==> src/hw/rtl/cst_pkg.sv <==
// shared types, constants and helpers for the config script tokenizer
package cst_pkg;

  localparam int OFFSET_BITS = 16;
  localparam int FIELD_BITS  = 16;
  localparam logic [OFFSET_BITS-1:0] OFFSET_MAX = '1;
  localparam logic [FIELD_BITS-1:0]  FIELD_MAX  = '1;

  typedef enum logic [3:0] {
    TOK_EOF     = 4'd0,
    TOK_NEWLINE = 4'd1,
    TOK_HASH    = 4'd2,
    TOK_COLON   = 4'd3,
    TOK_LBRACE  = 4'd4,
    TOK_RBRACE  = 4'd5,
    TOK_LPAREN  = 4'd6,
    TOK_RPAREN  = 4'd7,
    TOK_COMMA   = 4'd8,
    TOK_STRING  = 4'd9,
    TOK_NUMBER  = 4'd10,
    TOK_IDENT   = 4'd11,
    TOK_ERROR   = 4'd12
  } tok_type_t;

  localparam logic [7:0] CH_NUL    = 8'h00;
  localparam logic [7:0] CH_TAB    = 8'h09;
  localparam logic [7:0] CH_LF     = 8'h0A;
  localparam logic [7:0] CH_CR     = 8'h0D;
  localparam logic [7:0] CH_SPACE  = 8'h20;
  localparam logic [7:0] CH_QUOTE  = 8'h22;
  localparam logic [7:0] CH_HASH   = 8'h23;
  localparam logic [7:0] CH_LPAREN = 8'h28;
  localparam logic [7:0] CH_RPAREN = 8'h29;
  localparam logic [7:0] CH_COMMA  = 8'h2C;
  localparam logic [7:0] CH_MINUS  = 8'h2D;
  localparam logic [7:0] CH_DOT    = 8'h2E;
  localparam logic [7:0] CH_SLASH  = 8'h2F;
  localparam logic [7:0] CH_COLON  = 8'h3A;
  localparam logic [7:0] CH_UNDER  = 8'h5F;
  localparam logic [7:0] CH_LBRACE = 8'h7B;
  localparam logic [7:0] CH_RBRACE = 8'h7D;

  typedef struct packed {
    tok_type_t             ttype;
    logic [FIELD_BITS-1:0] start;
    logic [FIELD_BITS-1:0] len;
    logic [FIELD_BITS-1:0] line;
    logic                  last;
  } tok_t;

  typedef struct packed {
    logic [1:0] count;
    tok_t       tok0;
    tok_t       tok1;
  } scan_res_t;

  function automatic logic [FIELD_BITS-1:0] clamp_field(input logic [OFFSET_BITS-1:0] v);
    logic [32:0] wide;
    wide = 33'(v);
    if (wide > 33'(FIELD_MAX)) begin
      return FIELD_MAX;
    end
    return FIELD_BITS'(wide);
  endfunction

endpackage

==> src/hw/rtl/cst_scan.sv <==
// scanner state and per-byte token decision
module cst_scan (
  input  logic              clk,
  input  logic              rst_n,
  input  logic              step,
  input  logic [7:0]        ch,
  input  logic              eot,
  output cst_pkg::scan_res_t res
);
  import cst_pkg::*;

  typedef enum logic [3:0] {
    M_IDLE, M_SLASH, M_COMMENT, M_MINUS, M_INT, M_FRAC, M_IDENT, M_STRING, M_ENDED
  } mode_t;

  mode_t                  mode_r, mode_nxt;
  logic [OFFSET_BITS-1:0] offset_r, offset_nxt;
  logic [OFFSET_BITS-1:0] start_r, start_nxt;
  logic [FIELD_BITS-1:0]  line_r, line_nxt;

  logic is_end, is_dig, is_let;
  logic [OFFSET_BITS-1:0] span_v;

  // dispatch of a byte with no token in progress
  logic                   d_emit, d_set, d_line_inc;
  tok_type_t              d_type;
  logic [FIELD_BITS-1:0]  d_len;
  mode_t                  d_mode;
  logic [OFFSET_BITS-1:0] d_start;

  // pending token closed by this byte
  logic                   p_emit, go;
  tok_type_t              p_type;
  logic [FIELD_BITS-1:0]  p_start, p_len;
  mode_t                  m_mode;

  tok_t t_pend, t_disp;

  assign is_end = eot || (ch == CH_NUL);
  assign is_dig = (ch >= 8'h30) && (ch <= 8'h39);
  assign is_let = ((ch >= 8'h61) && (ch <= 8'h7A)) || ((ch >= 8'h41) && (ch <= 8'h5A))
                  || (ch == CH_UNDER);
  assign span_v = (offset_r >= start_r) ? (offset_r - start_r) : '0;

  always_comb begin
    d_emit     = 1'b0;
    d_set      = 1'b0;
    d_line_inc = 1'b0;
    d_type     = TOK_ERROR;
    d_len      = FIELD_BITS'(1);
    d_mode     = M_IDLE;
    d_start    = offset_r;
    if (is_end) begin
      d_emit = 1'b1;
      d_type = TOK_EOF;
      d_len  = '0;
      d_mode = M_ENDED;
    end else begin
      case (ch)
        CH_SPACE, CH_TAB, CH_CR: begin
        end
        CH_LF: begin
          d_emit     = 1'b1;
          d_type     = TOK_NEWLINE;
          d_line_inc = 1'b1;
        end
        CH_HASH: begin
          d_emit = 1'b1;
          d_type = TOK_HASH;
        end
        CH_COLON: begin
          d_emit = 1'b1;
          d_type = TOK_COLON;
        end
        CH_LBRACE: begin
          d_emit = 1'b1;
          d_type = TOK_LBRACE;
        end
        CH_RBRACE: begin
          d_emit = 1'b1;
          d_type = TOK_RBRACE;
        end
        CH_LPAREN: begin
          d_emit = 1'b1;
          d_type = TOK_LPAREN;
        end
        CH_RPAREN: begin
          d_emit = 1'b1;
          d_type = TOK_RPAREN;
        end
        CH_COMMA: begin
          d_emit = 1'b1;
          d_type = TOK_COMMA;
        end
        CH_QUOTE: begin
          // string body starts after the quote
          d_set   = 1'b1;
          d_mode  = M_STRING;
          d_start = (offset_r < OFFSET_MAX) ? offset_r + OFFSET_BITS'(1) : offset_r;
        end
        CH_SLASH: begin
          d_set  = 1'b1;
          d_mode = M_SLASH;
        end
        CH_MINUS: begin
          d_set  = 1'b1;
          d_mode = M_MINUS;
        end
        default: begin
          if (is_dig) begin
            d_set  = 1'b1;
            d_mode = M_INT;
          end else if (is_let) begin
            d_set  = 1'b1;
            d_mode = M_IDENT;
          end else begin
            d_emit = 1'b1;
          end
        end
      endcase
    end
  end

  always_comb begin
    p_emit  = 1'b0;
    go      = 1'b0;
    p_type  = TOK_ERROR;
    p_start = clamp_field(start_r);
    p_len   = FIELD_BITS'(1);
    m_mode  = mode_r;
    case (mode_r)
      M_IDLE: go = 1'b1;
      M_ENDED: begin
        p_emit  = 1'b1;
        p_type  = TOK_EOF;
        p_start = clamp_field(offset_r);
        p_len   = '0;
      end
      M_SLASH: begin
        if (!is_end && ch == CH_SLASH) begin
          m_mode = M_COMMENT;
        end else begin
          p_emit = 1'b1;
          go     = 1'b1;
        end
      end
      M_COMMENT: go = is_end || (ch == CH_LF);
      M_MINUS: begin
        if (!is_end && is_dig) begin
          m_mode = M_INT;
        end else begin
          p_emit = 1'b1;
          go     = 1'b1;
        end
      end
      M_INT: begin
        if (!is_end && ch == CH_DOT) begin
          m_mode = M_FRAC;
        end else if (is_end || !is_dig) begin
          p_emit = 1'b1;
          p_type = TOK_NUMBER;
          p_len  = clamp_field(span_v);
          go     = 1'b1;
        end
      end
      M_FRAC: begin
        if (is_end || !is_dig) begin
          p_emit = 1'b1;
          p_type = TOK_NUMBER;
          p_len  = clamp_field(span_v);
          go     = 1'b1;
        end
      end
      M_IDENT: begin
        if (is_end || !(is_let || is_dig || ch == CH_DOT)) begin
          p_emit = 1'b1;
          p_type = TOK_IDENT;
          p_len  = clamp_field(span_v);
          go     = 1'b1;
        end
      end
      M_STRING: begin
        if (is_end) begin
          p_emit = 1'b1;
          p_type = TOK_STRING;
          p_len  = clamp_field(span_v);
          go     = 1'b1;
        end else if (ch == CH_QUOTE) begin
          // closing quote ends the string with nothing left to scan
          p_emit = 1'b1;
          p_type = TOK_STRING;
          p_len  = clamp_field(span_v);
          m_mode = M_IDLE;
        end
      end
      default: go = 1'b1;
    endcase
  end

  always_comb begin
    logic disp_emit;
    disp_emit = go && d_emit;

    t_pend.ttype = p_type;
    t_pend.start = p_start;
    t_pend.len   = p_len;
    t_pend.line  = line_r;
    t_pend.last  = !disp_emit;

    t_disp.ttype = d_type;
    t_disp.start = clamp_field(offset_r);
    t_disp.len   = d_len;
    t_disp.line  = line_r;
    t_disp.last  = 1'b1;

    res.count = {1'b0, p_emit} + {1'b0, disp_emit};
    res.tok0  = p_emit ? t_pend : t_disp;
    res.tok1  = t_disp;

    mode_nxt   = go ? d_mode : m_mode;
    start_nxt  = (go && d_set) ? d_start : start_r;
    line_nxt   = (go && d_line_inc && line_r != FIELD_MAX) ? line_r + FIELD_BITS'(1) : line_r;
    offset_nxt = (!is_end && mode_r != M_ENDED && offset_r != OFFSET_MAX)
                 ? offset_r + OFFSET_BITS'(1) : offset_r;
  end

  always_ff @(posedge clk) begin
    if (!rst_n) begin
      mode_r   <= M_IDLE;
      offset_r <= '0;
      start_r  <= '0;
      line_r   <= FIELD_BITS'(1);
    end else if (step) begin
      mode_r   <= mode_nxt;
      offset_r <= offset_nxt;
      start_r  <= start_nxt;
      line_r   <= line_nxt;
    end
  end

endmodule

==> src/hw/rtl/config_script_tokenizer.sv <==
// top level of the config script tokenizer: input register, scanner, result queue
//
// usage:
//   in_*  : one request per source byte; in_tdata holds the byte, in_tuser
//           flags end of text (a byte of zero also ends the text)
//   out_* : one request per token; out_tuser holds the token type, out_tdata
//           holds start offset, length and line number, out_tlast marks the
//           final token caused by one input request
// path: a request taken in sits in the input register while the scanner decides its
//   tokens, which are written into the result queue once all of them fit; the first
//   token is shown from the head of the queue and can be taken there
// throughput: one byte per cycle while the result queue has room; a byte that closes a
//   pending token and makes a token of its own yields two tokens, and the output side
//   then sets the pace at one token per cycle
// the two-entry result queue decouples the sides: the input register keeps
//   taking bytes while a token waits, and stalls only when the queue lacks
//   room for the tokens of the byte it holds
// reset clears the scanner to idle, offset 0, line 1, and empties both stages
// after end of text every later request yields one eof token at the frozen
//   offset until reset
module config_script_tokenizer (
  input  logic        clk,
  input  logic        rst_n,
  input  logic        in_tvalid,
  output logic        in_tready,
  input  logic [7:0]  in_tdata,   // [7:0] ch
  input  logic        in_tuser,   // [0] end_of_text
  output logic        out_tvalid,
  input  logic        out_tready,
  output logic [47:0] out_tdata,  // [15:0] start_res, [31:16] length, [47:32] line
  output logic [3:0]  out_tuser,  // [3:0] token_type
  output logic        out_tlast   // last_of_run
);
  import cst_pkg::*;

  // input register
  logic       s1_valid_r;
  logic [7:0] s1_ch_r;
  logic       s1_eot_r;
  logic       s1_move;

  // result queue, entry 0 is the head
  tok_t       q_r   [2];
  tok_t       q_nxt [2];
  logic [1:0] cnt_r, cnt_nxt;
  logic       pop;
  logic [1:0] base_cnt;
  logic [2:0] room;

  scan_res_t  res;

  cst_scan u_scan (
    .clk   (clk),
    .rst_n (rst_n),
    .step  (s1_move),
    .ch    (s1_ch_r),
    .eot   (s1_eot_r),
    .res   (res)
  );

  assign pop      = out_tvalid && out_tready;
  assign base_cnt = cnt_r - {1'b0, pop};
  assign room     = 3'd2 - {1'b0, base_cnt};
  // the byte moves on only when all of its tokens fit
  assign s1_move  = s1_valid_r && ({1'b0, res.count} <= room);
  assign in_tready = !s1_valid_r || s1_move;

  always_comb begin
    q_nxt[0] = pop ? q_r[1] : q_r[0];
    q_nxt[1] = q_r[1];
    cnt_nxt  = base_cnt;
    if (s1_move) begin
      cnt_nxt = base_cnt + res.count;
      if (res.count != 2'd0) begin
        q_nxt[base_cnt[0]] = res.tok0;
      end
      if (res.count == 2'd2) begin
        q_nxt[1] = res.tok1;
      end
    end
  end

  always_ff @(posedge clk) begin
    if (!rst_n) begin
      s1_valid_r <= 1'b0;
      cnt_r      <= 2'd0;
    end else begin
      if (in_tready) begin
        s1_valid_r <= in_tvalid;
      end
      cnt_r <= cnt_nxt;
    end
  end

  // payload registers
  always_ff @(posedge clk) begin
    if (in_tvalid && in_tready) begin
      s1_ch_r  <= in_tdata;
      s1_eot_r <= in_tuser;
    end
    q_r[0] <= q_nxt[0];
    q_r[1] <= q_nxt[1];
  end

  assign out_tvalid = (cnt_r != 2'd0);
  assign out_tdata  = {q_r[0].line, q_r[0].len, q_r[0].start};
  assign out_tuser  = q_r[0].ttype;
  assign out_tlast  = q_r[0].last;

endmodule
==> config.mk <==
export PLATFORM = sky130hd
export DESIGN_NAME = config_script_tokenizer
export DESIGN_NICKNAME = d
export VERILOG_FILES = /design/src/hw/rtl/cst_pkg.sv /design/src/hw/rtl/cst_scan.sv /design/src/hw/rtl/config_script_tokenizer.sv
export SDC_FILE = /design/constraint.sdc
export NUM_CORES = 1
export LEC_CHECK = 0
export ABC_AREA = 1
export BUFFER_PORTS_ARGS = -buffer_cell sky130_fd_sc_hd__buf_2
export CAP_MARGIN = 20
export CORE_MARGIN = 2
export CORE_UTILIZATION = 35
export CTS_BUF_LIST = sky130_fd_sc_hd__clkbuf_4
export CTS_CLUSTER_DIAMETER = 150
export DETAILED_ROUTE_END_ITERATION = 12
export SYNTH_ARGS = -nofsm -noshare
export SYNTH_HDL_FRONTEND = slang
export SYNTH_SLANG_ARGS = --single-unit
==> constraint.sdc <==
create_clock -name clk -period 18.3 [get_ports clk]
set_input_delay 0 -clock clk [delete_from_list [all_inputs] [get_ports clk]]
set_output_delay 0 -clock clk [all_outputs]
set_load 0.02 [all_outputs]
# Word-level counts from Yosys, hierarchy flattened
# Memories as Yosys holds them, arrays and structs flattened.
# Index checks and enable logic that the tools add are counted.
# totals
ff_bits,64
latchBits,0
ramBits,106
romBits,0
in_bits,13
output_inout_bits,55
wordCells,163
n_memories,1
# op_classes
add_sub_neg,7
multipliers,0
n_div,0
magnitude_cmp,11
n_eq_ne,33
n_shift,0
n_mux,60
bitwise_logic,1
reduce_logical,42
# mem_list
name,words,word_bits,read_ports,rd_clocked_by_memory_dff,wr,line_no,source
q_r,2,53,2,0,2,config_script_tokenizer.sv:43,tok_t q_r [2];
# op_table
cell,count
106-bit 2-to-1 mux,2
53-bit 2-to-1 mux,4
16-bit 2-to-1 mux,10
106-bit bitwise mux,1
8-bit by 6-bit equality test with 1-bit output (second input constant),10
16-bit case mux with 5 select lines,1
53-bit demux with 1-bit select,1
4-bit 2-to-1 mux,11
16-bit by 1-bit adder with 16-bit output (second input constant),2
16-bit != test (second input constant),2
4-bit case mux with 4 select lines,2
4-bit case mux with 8 select lines,1
8-bit by 4-bit equality test with 1-bit output (second input constant),3
8-bit by 7-bit equality test with 1-bit output (second input constant),3
4-bit case mux with 5 select lines,1
1-bit 2-to-1 mux,17
4-bit by 3-bit equality test with 1-bit output (second input constant),4
16-bit >= comparator,1
8-bit by 7-bit >= comparator with 1-bit output (second input constant),2
8-bit by 7-bit <= comparator with 1-bit output (second input constant),2
1-bit logical AND,16
16-bit less-than comparator (second input constant),1
16-bit subtractor,1
3-bit 2-to-1 mux,4
32 further kinds,52

# Longest topological paths before layout
# Gate-level depths: netlist of the first run.
# logic_depth
ltp_word,17
ltp_mapped,27
mapped_depth_nobuf,27

# Modules after synthesis
# From an unflattened synthesis of the first run, not the netlist that was laid out.
# hier_totals
hier_cells,1570
area_unflattened_um2,11105.7
# modules_own_cells
module,instances,cells_per_inst,area_each_um2,seq_area_each_um2
config_script_tokenizer,1,797,6120.9,2982.9
cst_scan,1,773,4984.8,1041.0

# Least setup slack after synthesis of the first run
# No wires, ideal clock.
# synth_path
kind,reg2reg
startpoint,reg cnt_r[1]
endpoint,mem q_r[0][52] in the netlist's numbering
setup_ns,0.109
arrival_time_ns,6.957
required_ns,18.191
slack_ns,11.234
path_stages_with_launch,25
n_path_buf,5
period_less_slack_ns,7.066
path_cell_list,dfxtp_1 -> or2_2 -> nand2_1 -> inv_1 -> clkbuf_1 -> ha_1 -> clkbuf_1 -> inv_1 -> clkbuf_1 -> clkbuf_1 -> ha_1 -> ha_1 -> inv_1 -> nor2_1 -> nor2_1 -> nor3_1 -> nor2_2 -> inv_1 -> nor2_1 -> nand2_1 -> inv_1 -> clkbuf_1 -> nand3_1 -> nand2_1 -> inv_1
# synth_lines
item,line_no,source
from (decl),config_script_tokenizer.sv:45,"logic [1:0] cnt_r, cnt_nxt;"
from (signal assigned),config_script_tokenizer.sv:91,cnt_r <= cnt_nxt;
to (decl),config_script_tokenizer.sv:43,

==> impl_metrics.tcl, run 1 <==
set metrics [dict create \
    r2r-end "q_r[0][46]" \
    cts_inserted_buffers 17 \
    fmax_ghz 0.1486 \
    drive_above_1_share 0.1112 \
    tightest_slew_ps 1097 \
    crit_path_cell_trace "or2_2, nand2_4, inv_1, ha_1, inv_1, buf_4, ha_1, nor2_1, nor3_1, nor2_2, inv_1, nor2_4, buf_4, nand2_2, inv_1, nand3_1, o21ai_0, inv_1" \
    drv_slew 0 \
    m1WireLength_mm 14.25 \
    wl_per_cell_microns 16.05 \
    reg2regPathDepth 18 \
    initial_utilization 0.3532 \
    cts_max_level 4 \
    ys_warn_count 0 \
    die_area_sq_um 32040 \
    coreArea_sq_um 30350 \
    arrival_ps 7200 \
    wl_mm 30.62 \
    route.detailed.drc 0 \
    status "complete, no violations" \
    rsz0062_at_grt "false" \
    critical_path.most_common_cell "inv_1" \
    row_count 64 \
    end_kind "flip-flop" \
    syn_area_sq_um 10720 \
    cts.clk_slew.worst_paths_ps 170 \
    grt_pass1_vias 9101 \
    setup_viol_count_final 0 \
    root_buffer "clkbuf_4" \
    pin_count 68 \
    regToRegSetupSlack_ps 11570 \
    path_buf_inv 7 \
    ys_types 52 \
    r2r_start "cnt_r[1]" \
    top_layer "met4" \
    syn_nets 1550 \
    final_nets 1537 \
    cts_tree "built" \
    grt_pass1_wl_mm 49.22 \
    met2_length_mm 14.46 \
    start_kind "flip-flop" \
    seq_area_frac_synth 0.3754 \
    dr.pass1.iters 7 \
    die_y_microns 179.0 \
    netlist_instances 1511 \
    avgSynthCellArea_sq_um 7.095 \
    drtAntennaViolNets 0 \
    via_count 9643 \
    period_needed_ps 6730 \
    fin_tns_setup_ps 0 \
    synthFlopType "dfxtp_1" \
    fin_skew_ps 35.22 \
    maxCapViolations 0 \
    grtUsageTotal 0.1955 \
    grt_max_degree 90 \
    wl_met3_mm 1.592 \
    drtIter0Drc 986 \
    hpwl_mm 21.96 \
    holdCritStartpoint "in_tdata[4]" \
    required_ps 18770 \
    via_per_inst 5.054 \
    hold_viol_final 0 \
    hold_depth 2 \
    critPathMaxStageDelay_ps 1170 \
    slowest_stage "ha_1" \
    ys_async_sr_fraction 0 \
    die_w_microns 179.0 \
    num-fill-cells 3215 \
    min_to "s1_ch_r[4]" \
    min-delay-path-class "in -> reg" \
    antenna_found_initial 1 \
    fin_util 0.3728 \
    insertion_delay_ps 580 \
    synth-seq-cells 170 \
    clockBufferDepth 2 \
    synth_edf_count 62 \
    post-route-period-util 0.3678 \
    grt-ovfl-total 0 \
    cts_sinks 170 \
    relSlewSlack 0.2686 \
    crit_type "reg -> reg" \
    cp_max_fo 89 \
    area_delta_synth_final_pct 5.544 \
    crit_family "buffers and inverters" \
    io_buffers 67 \
    place_congestion 0.8932 \
]
-- layout by cell type (no fill, tap or decap), types with 4 or more instances in the layout --
master         instances
xor2_1                28
a31oi_1               10
nor2_1               109
ha_1                  25
clkbuf_4              18
edfxtp_1              62
mux2_2                 9
nor4_1                 4
nand4_1               26
a21oi_1              112
nor3_1                22
xnor2_1                4
mux2i_1                4
o21ai_1                8
nor2_4                 6
inv_1                170
nand2_2                8
inv_2                  4
dlygate4sd3_1         11
nor2_2                 6
buf_4                  6
o21ai_0              165
dfxtp_1              108
nand2_1              363
or2_2                 13
nand3_2                4
buf_2                 67
inv_6                  7
nand3_1               88
-- stage by stage --
stage,setup WS (ps),hold WS (ps),instance area (sq um),cells
finish,11570,125.1,11310,1908
floorplan,11230,98.87,10720,1511
detailed placement,11730,178.4,10910,1864
global route,11040,76.23,11310,1908
CTS,11680,89.05,11310,1907
global placement,11950,175.8,10910,1864
-- how the worst max path moves through the flow --
stage	from	end	slack (ps)	cells after the start
floorplan	cnt_r[1]	q_r[0][52]	11230	24
global placement	cnt_r[1]	q_r[0][51]	11950	18
detailed placement	cnt_r[1]	q_r[0][46]	11730	18
CTS	cnt_r[1]	q_r[0][46]	11680	18
global route	cnt_r[1]	q_r[0][44]	11040	18
finish	cnt_r[1]	q_r[0][46]	11570	18
-- state kept, by name, indices dropped and copies added (netlist names) --
register	flops
s1_eot_r	1
q_r	106
u_scan.offset_r	16
s1_valid_r	1
u_scan.start_r	16
s1_ch_r	8
u_scan.mode_r	4
cnt_r	2
u_scan.line_r	16
-- timing repair --
action | 4_1_cts | 5_1_grt
gates resized for setup | 0 | 0
hold buffers | 11 | 0
endpoints found under the hold margin | 47 | 0
buffers inserted | 0 | 0
-- cells in the mapped netlist, types with 3 or more instances --
library cell | instances | area [sq um]
xnor2_1 | 4 | 35.03
buf_4 | 57 | 427.9
o211ai_1 | 3 | 22.52
o21a_1 | 3 | 22.52
mux2i_1 | 4 | 40.04
or2_2 | 13 | 81.33
nand3_1 | 88 | 440.4
buf_2 | 7 | 35.03
nor3_1 | 22 | 110.1
nand2_2 | 7 | 43.79
buf_1 | 3 | 11.26
mux2_2 | 9 | 101.4
buf_6 | 6 | 67.56
nor2_2 | 6 | 37.54
nor4_1 | 4 | 25.02
clkbuf_1 | 42 | 157.7
nand2_1 | 365 | 1370
o21ai_0 | 165 | 825.8
edfxtp_1 | 62 | 1862
nand3_2 | 4 | 40.04
o21ai_1 | 8 | 40.04
a31oi_1 | 10 | 62.56
a211oi_1 | 3 | 22.52
xor2_1 | 28 | 245.2
dfxtp_1 | 108 | 2162
nor2_4 | 5 | 56.30
inv_2 | 4 | 15.01
nor2_1 | 110 | 412.9
a21oi_1 | 112 | 560.5
inv_1 | 170 | 638.1
o31ai_1 | 3 | 22.52
ha_1 | 25 | 312.8
nand4_1 | 26 | 162.7
-- cells by family after synthesis --
logic type	share of synthesized area
flip-flops	0.3754
AND/OR/NAND/NOR	0.2705
adder cells (fa/ha/maj)	0.03105
multiplexers	0.01319
XOR/XNOR	0.02614
AO/OA/AOI/OAI	0.1556
buffers and inverters	0.1281
-- routing by layer --
layer  track usage  vias to the layer above
met5             0                        -
met4       0.04472                        0
met3       0.02523                       27
met2        0.3240                      272
met1        0.2704                     4454
li1              -                     4890
-- area by class of cell --
cell class / count / area (sq um) / share of cell area
well taps: 396 / 495.5 / 0.04379
flip-flops and latches: 170 / 4024 / 0.3556
inverters: 177 / 669.4 / 0.05916
clock buffers: 18 / 135.1 / 0.01194
repair buffers: 84 / 490.5 / 0.04335
clock inverters: 14 / 157.7 / 0.01393
diodes: 1 / 2.502 / 0.0002212
multi-input cells: 1048 / 5340 / 0.4720
Power of run 1 is not shown: default switching activity piles up to over one toggle a cycle in this logic, so the estimate is an artifact.
==> run 2: changes to the inputs <==
--- a/config.mk
+++ b/config.mk
@@ -5,7 +5,7 @@
 export SDC_FILE = /design/constraint.sdc
 export NUM_CORES = 1
 export LEC_CHECK = 0
-export ABC_AREA = 1
+export ABC_AREA = 0
 export BUFFER_PORTS_ARGS = -buffer_cell sky130_fd_sc_hd__buf_2
 export CAP_MARGIN = 20
 export CORE_MARGIN = 2
==> constraint.sdc (replaced) <==
create_clock -name clk -period 6.6 [get_ports clk]
set_input_delay 0 -clock clk [delete_from_list [all_inputs] [get_ports clk]]
set_output_delay 0 -clock clk [all_outputs]
set_load 0.02 [all_outputs]
==> run 2 against run 1 <==
Effect of this change: final area shrank 4.6%; clock skew is essentially flat; final cell count shrank 20%; sequential cell count is the same; register-to-register slack lost 11000 ps; routed wire length shrank 15%; clock-buffer cell count shrank 1; synthesized area shrank 5.7%; synthesized cell count shrank 25%; die area shrank 5.5%; global-route usage shrank 2.5 points; maximum frequency grew 19%; critical path type unchanged; largest cell class unchanged.
==> impl_metrics.tcl, run 2 <==
set metrics [dict create \
    fin_tns_setup_ps 0 \
    cp_max_fo 22 \
    row_count 62 \
    crit_start "s1_ch_r[0]" \
    p_sw_mw 2.231 \
    drtIter0Drc 617 \
    critPathMaxStageDelay_ps 800 \
    dr.pass1.iters 6 \
    route.detailed.drc 0 \
    top_register "q_r" \
    cts_max_level 4 \
    min_to "s1_ch_r[6]" \
    maxCapViolations 0 \
    postPlaceCellArea_sq_um 10380 \
    grt_pass1_wl_mm 42.32 \
    p_comb_frac 0.500 \
    final_cell_mix "130 x nand2_1, 108 x dfxtp_1, 70 x a21oi_1" \
    synth.most_common_cell "nand2_1" \
    grt_pass1_vias 8020 \
    final_area_sq_um 10790 \
    netlist_instances 1140 \
    ys_types 76 \
    wl_per_cell_microns 17.13 \
    power.density_nw_per_um2 464.8 \
    internal_power_mw 2.784 \
    arrival_ps 6150 \
    syn_area_sq_um 10110 \
    cts_inserted_buffers 17 \
    die_w_microns 174.0 \
    ys_async_sr_fraction 0 \
    slowest_stage "edfxtp_1" \
    syn_nets 1179 \
    holdCritStartpoint "in_tdata[6]" \
    hold_ws_ps 111.3 \
    cts_post_setup_buffers_inserted 0 \
    total_power_mw 5.015 \
    synth_edf_count 62 \
    pin_count 68 \
    clockBufferDepth 2 \
    drtAntennaViolNets 0 \
    final_nets 1163 \
    seq_area_frac_synth 0.3979 \
    required_ps 7120 \
    netlist_top_cells_count "131 x nand2_1, 108 x dfxtp_1, 70 x a21oi_1" \
    setup_viol_count_final 0 \
    hold_depth 2 \
    via_count 8315 \
    ir_drop_uv 223.5 \
    r2r-end "u_scan.offset_r[3]" \
    grt-ovfl-total 0 \
    period_needed_ps 5636 \
    reg2regPathDepth 14 \
    area_delta_synth_final_pct 6.706 \
    coreArea_sq_um 28550 \
    synth.largest_area_cell "dfxtp_1" \
    relSlewSlack 0.2385 \
    place_congestion 0.8695 \
    via_per_inst 5.463 \
    fmax_ghz 0.1774 \
    final_common_cell "nand2_1" \
    initial_utilization 0.3542 \
    grt_max_degree 62 \
    rsz0062_at_grt "false" \
    tightest_slew_ps 1142 \
    cts_sinks 170 \
    fin_skew_ps 34.97 \
    avgSynthCellArea_sq_um 8.870 \
    switching_share 0.4448 \
    largest_reg_flops 106 \
    clkPwrFrac 0.130 \
    end_kind "flip-flop" \
    hpwl_mm 18.07 \
    p_seq_frac 0.370 \
    cts.clk_slew.worst_paths_ps 150 \
    hold_viol_final 0 \
    antenna_found_initial 1 \
    drv_slew 0 \
    r2r_start "s1_ch_r[0]" \
    die_area_sq_um 30270 \
    start_kind "flip-flop" \
    wl_mm 26.08 \
    drive_above_1_share 0.1338 \
    fin_util 0.3780 \
    power_leakage_nw 3.992 \
    cts_tree "built" \
    status "complete, no violations" \
    regToRegSetupSlack_ps 960 \
    grtUsageTotal 0.1710 \
    crit_path_cell_trace "nor4_1, a21oi_1, nor2_1, nor3_4, buf_4, nand4_1, ha_1, ha_1, nor2b_1, o221ai_1, nand3_1, nand3b_1, or3_1, a21oi_1" \
    synth_area_leaders "dfxtp_1 21%, edfxtp_1 18%, nand2_1 4.9%" \
    synthFlopType "dfxtp_1" \
    io_buffers 67 \
    synth-seq-cells 170 \
    crit_type "reg -> reg" \
    die_y_microns 174.0 \
    insertion_delay_ps 610 \
    cts_resized 0 \
    min-delay-path-class "in -> reg" \
    post-route-period-util 0.8539 \
    root_buffer "clkbuf_4" \
    ys_warn_count 0 \
    yosysTopAreaCellShare 0.2138 \
]
run 2: cell count changes in the layout (fill, tap and decap cells not counted), moves of 25 or more:
| cell | previous run | this run |
|---|---|---|
| nand2_1 | 363 | 130 |
| nand2b_1 | 0 | 25 |
| inv_1 | 170 | 40 |
| o21ai_0 | 165 | 58 |
| nand3_1 | 88 | 46 |
| mux2i_1 | 4 | 46 |
| a21oi_1 | 112 | 70 |
| nor2_1 | 109 | 47 |
run 2: cells by family after synthesis:
group                    after synthesis  synth area share
XOR/XNOR                              39           0.03378
multiplexers                          52           0.05221
adder cells (fa/ha/maj)               26           0.03291
buffers and inverters                173           0.08624
AND/OR/NAND/NOR                      387            0.1950
AO/OA/AOI/OAI                        293            0.2019
flip-flops                           170            0.3979
run 2: final cells by class:
type / instances / area [sq um]
sequential: 170 / 4024
fill: 2958 / 17760
clock buffer: 17 / 127.6
multi-input combinational: 797 / 5236
antenna: 2 / 5.005
inverter: 41 / 153.9
tap: 384 / 480.5
timing repair buffer: 97 / 603.1
clock inverter: 14 / 160.2
run 2: how the worst max path moves through the flow:
stage	endpoint	slack, ps	cells past startpoint
global placement	u_scan.offset_r[7]	1260	15
finish	u_scan.offset_r[3]	960	14
CTS	u_scan.offset_r[3]	1090	15
detailed placement	u_scan.offset_r[3]	1150	14
floorplan	q_r[0][17]	30	15
global route	u_scan.offset_r[14]	550	16
run 2: repair_timing:
item	4_1_cts	5_1_grt
setup endpoints to repair	0	0
hold endpoints to repair	40	0
hold buffers	12	0
run 2: power by group through the flow:
stage	Sequential, mW	Clock (mW)	Combinational [mW]
6_report	1.86	0.650	2.51
5_1_grt	1.91	0.710	2.77
4_1_cts	1.86	0.663	2.51
3_5_place_dp	1.88	0	2.50
3_3_place_gp	1.88	0	2.45
2_1_floorplan	1.79	0	2.05
run 2: through the flow:
step           worst slack, ps  instances
3_5_place_dp              1151       1477
4_1_cts                   1085       1520
6_report                 964.2       1522
3_3_place_gp              1259       1476
5_1_grt                  545.0       1522
2_1_floorplan            26.92       1140
run 2: critical path, delay by kind of cell (launching register included):
kind,cells,cell delay (ps)
AOI/OAI and AO/OA,3,1110
adders and majority gates,2,620
buffers and inverters,1,360
DFF,1,800
and+or+nand+nor,8,2660
run 2: metal layers:
| metal | global-route usage | part of all wire |
|---|---|---|
| met2 | 0.2850 | 0.48 |
| met1 | 0.2250 | 0.46 |
| met4 | 0.04937 | 0.017 |
| met5 | 0 | 0 |
| met3 | 0.03390 | 0.045 |
Note: power is estimated with default switching activity, not from simulation.
==> run 3: changes to the inputs <==
--- a/config.mk
+++ b/config.mk
@@ -5,7 +5,7 @@
 export SDC_FILE = /design/constraint.sdc
 export NUM_CORES = 1
 export LEC_CHECK = 0
-export ABC_AREA = 0
+export ABC_AREA = 1
 export BUFFER_PORTS_ARGS = -buffer_cell sky130_fd_sc_hd__buf_2
 export CAP_MARGIN = 20
 export CORE_MARGIN = 2
==> run 3 against run 2 <==
Effect of this change: final area up 5.0%; global-route usage is 2.3 points higher; maximum frequency is 11% higher; critical endpoint is now q_r[0][42].
==> impl_metrics.tcl, run 3 (synthesis results as in run 1) <==
set metrics [dict create \
    via_count 9675 \
    arrival_ps 5590 \
    period_needed_ps 5083 \
    grt-ovfl-total 0 \
    cts_inserted_buffers 17 \
    setup_viol_count_final 0 \
    drtIter0Drc 765 \
    fin_cells 1912 \
    insertion_delay_ps 610 \
    cts_sinks 170 \
    hold_viol_final 0 \
    end_kind "flip-flop" \
    num-fill-cells 3229 \
    start_kind "flip-flop" \
    worst-path-stages 20 \
    drtAntennaViolNets 0 \
    slowest_stage "o21ai_4" \
    place_congestion 0.8776 \
    required_ps 7110 \
    cts_max_level 4 \
    hpwl_mm 21.32 \
    grtUsageTotal 0.1936 \
    status "complete, no violations" \
    row_count 64 \
    crit_path_cell_trace "inv_1, nand2_1, nor2_1, nand2_2, nand2_1, o21ai_4, nand3_4, ha_1, ha_1, inv_1, nor2_1, nor2_1, nor3_1, nor2_2, inv_1, nor2_4, nand2_2, inv_1, buf_4, a31oi_1" \
    fin_tns_setup_ps 0 \
    fmax_ghz 0.1967 \
    final_cell_mix "363 x nand2_1, 170 x inv_1, 165 x o21ai_0" \
    wl_per_cell_microns 15.87 \
    grt_pass1_wl_mm 48.40 \
    path_buf_inv 5 \
    fin_skew_ps 29.72 \
    root_buffer "clkbuf_4" \
    relSlewSlack 0.3474 \
    final_common_cell "nand2_1" \
    dr.pass1.iters 5 \
    drive_above_1_share 0.1142 \
    cp_max_fo 24 \
    cts_resized 0 \
    die_area_sq_um 32040 \
    io_buffers 67 \
    hold_depth 5 \
    coreArea_sq_um 30350 \
    cts.clk_slew.worst_paths_ps 170 \
    largest_reg_flops 106 \
    wl_mm 30.34 \
    final_nets 1541 \
    pin_count 68 \
    grt_max_degree 89 \
    top_register "q_r" \
    grt_pass1_vias 9101 \
    route.detailed.drc 0 \
    min-delay-path-class "in -> reg" \
    cts_tree "built" \
    crit_family "simple AND/OR/NAND/NOR gates" \
    antenna_found_initial 1 \
    drv_slew 0 \
    die_w_microns 179.0 \
    regToRegSetupSlack_ps 1520 \
    reg2regPathDepth 20 \
    tightest_slew_ps 977.8 \
    critPathMaxStageDelay_ps 690 \
    clockBufferDepth 2 \
    maxCapViolations 0 \
    critical_path.most_common_cell "inv_1" \
    initial_utilization 0.3532 \
    via_per_inst 5.060 \
    area_delta_synth_final_pct 5.649 \
    rsz0062_at_grt "false" \
    die_y_microns 179.0 \
    post-route-period-util 0.7702 \
    crit_type "reg -> reg" \
    placedCellCount 1868 \
]
-- run 3: changes by cell type in the layout (fill, tap and decap cells not counted), moves of 21 or more --
cell,change
a21oi_1,+42
inv_1,+130
mux2i_1,-42
nand2_1,+233
nand2b_1,-25
nand3_1,+42
nor2_1,+62
o21ai_0,+107
xnor2_1,-21
-- run 3: final timing paths --
kind / from / to
max: s1_ch_r[3] / q_r[0][42]
min: out_tready / q_r[0][13]
max reg2reg: s1_ch_r[3] / q_r[0][42]
min reg2reg: u_scan.line_r[3] / u_scan.line_r[4]
-- run 3: worst min-delay path, stage by stage --
cell and delay (ps):
buf_2 120, nand2_2 70, inv_1 230, nand2_1 130, a31oi_1 70
-- run 3: metrics by stage --
step                  util  hold WS (ps)  setup WS (ps)  instance area [sq um]
detailed placement  0.3603         180.0           1570                  10930
global placement    0.3603         175.9           1691                  10930
finish              0.3732         39.57           1517                  11330
CTS                 0.3731         30.35           1525                  11320
floorplan                -         98.87          568.8                  10720
global route        0.3732         52.22           1090                  11330
-- run 3: final cells by class --
type | instances | area [sq um] | area share
flip-flops and latches | 170 | 4024 | 0.3553
well taps | 396 | 495.5 | 0.04375
repair buffers | 88 | 520.5 | 0.04596
multi-input cells | 1048 | 5335 | 0.4711
clock inverters | 15 | 151.4 | 0.01337
clock buffers | 17 | 127.6 | 0.01127
diodes | 1 | 2.502 | 0.0002209
inverters | 177 | 669.4 | 0.05910
-- run 3: timing repair --
item	CTS	global route
buffers inserted	0	0
setup endpoints to repair	0	0
hold endpoints to repair	55	0
hold buffers	11	0
-- run 3: per-layer routing --
metal	global-route usage	up-vias	part of all wire
li1	-	4898	-
met1	0.2506	4504	0.46
met2	0.3311	236	0.48
met3	0.03075	37	0.042
met4	0.05725	0	0.020
met5	0	-	0
Power of run 3 is left out for the same reason.
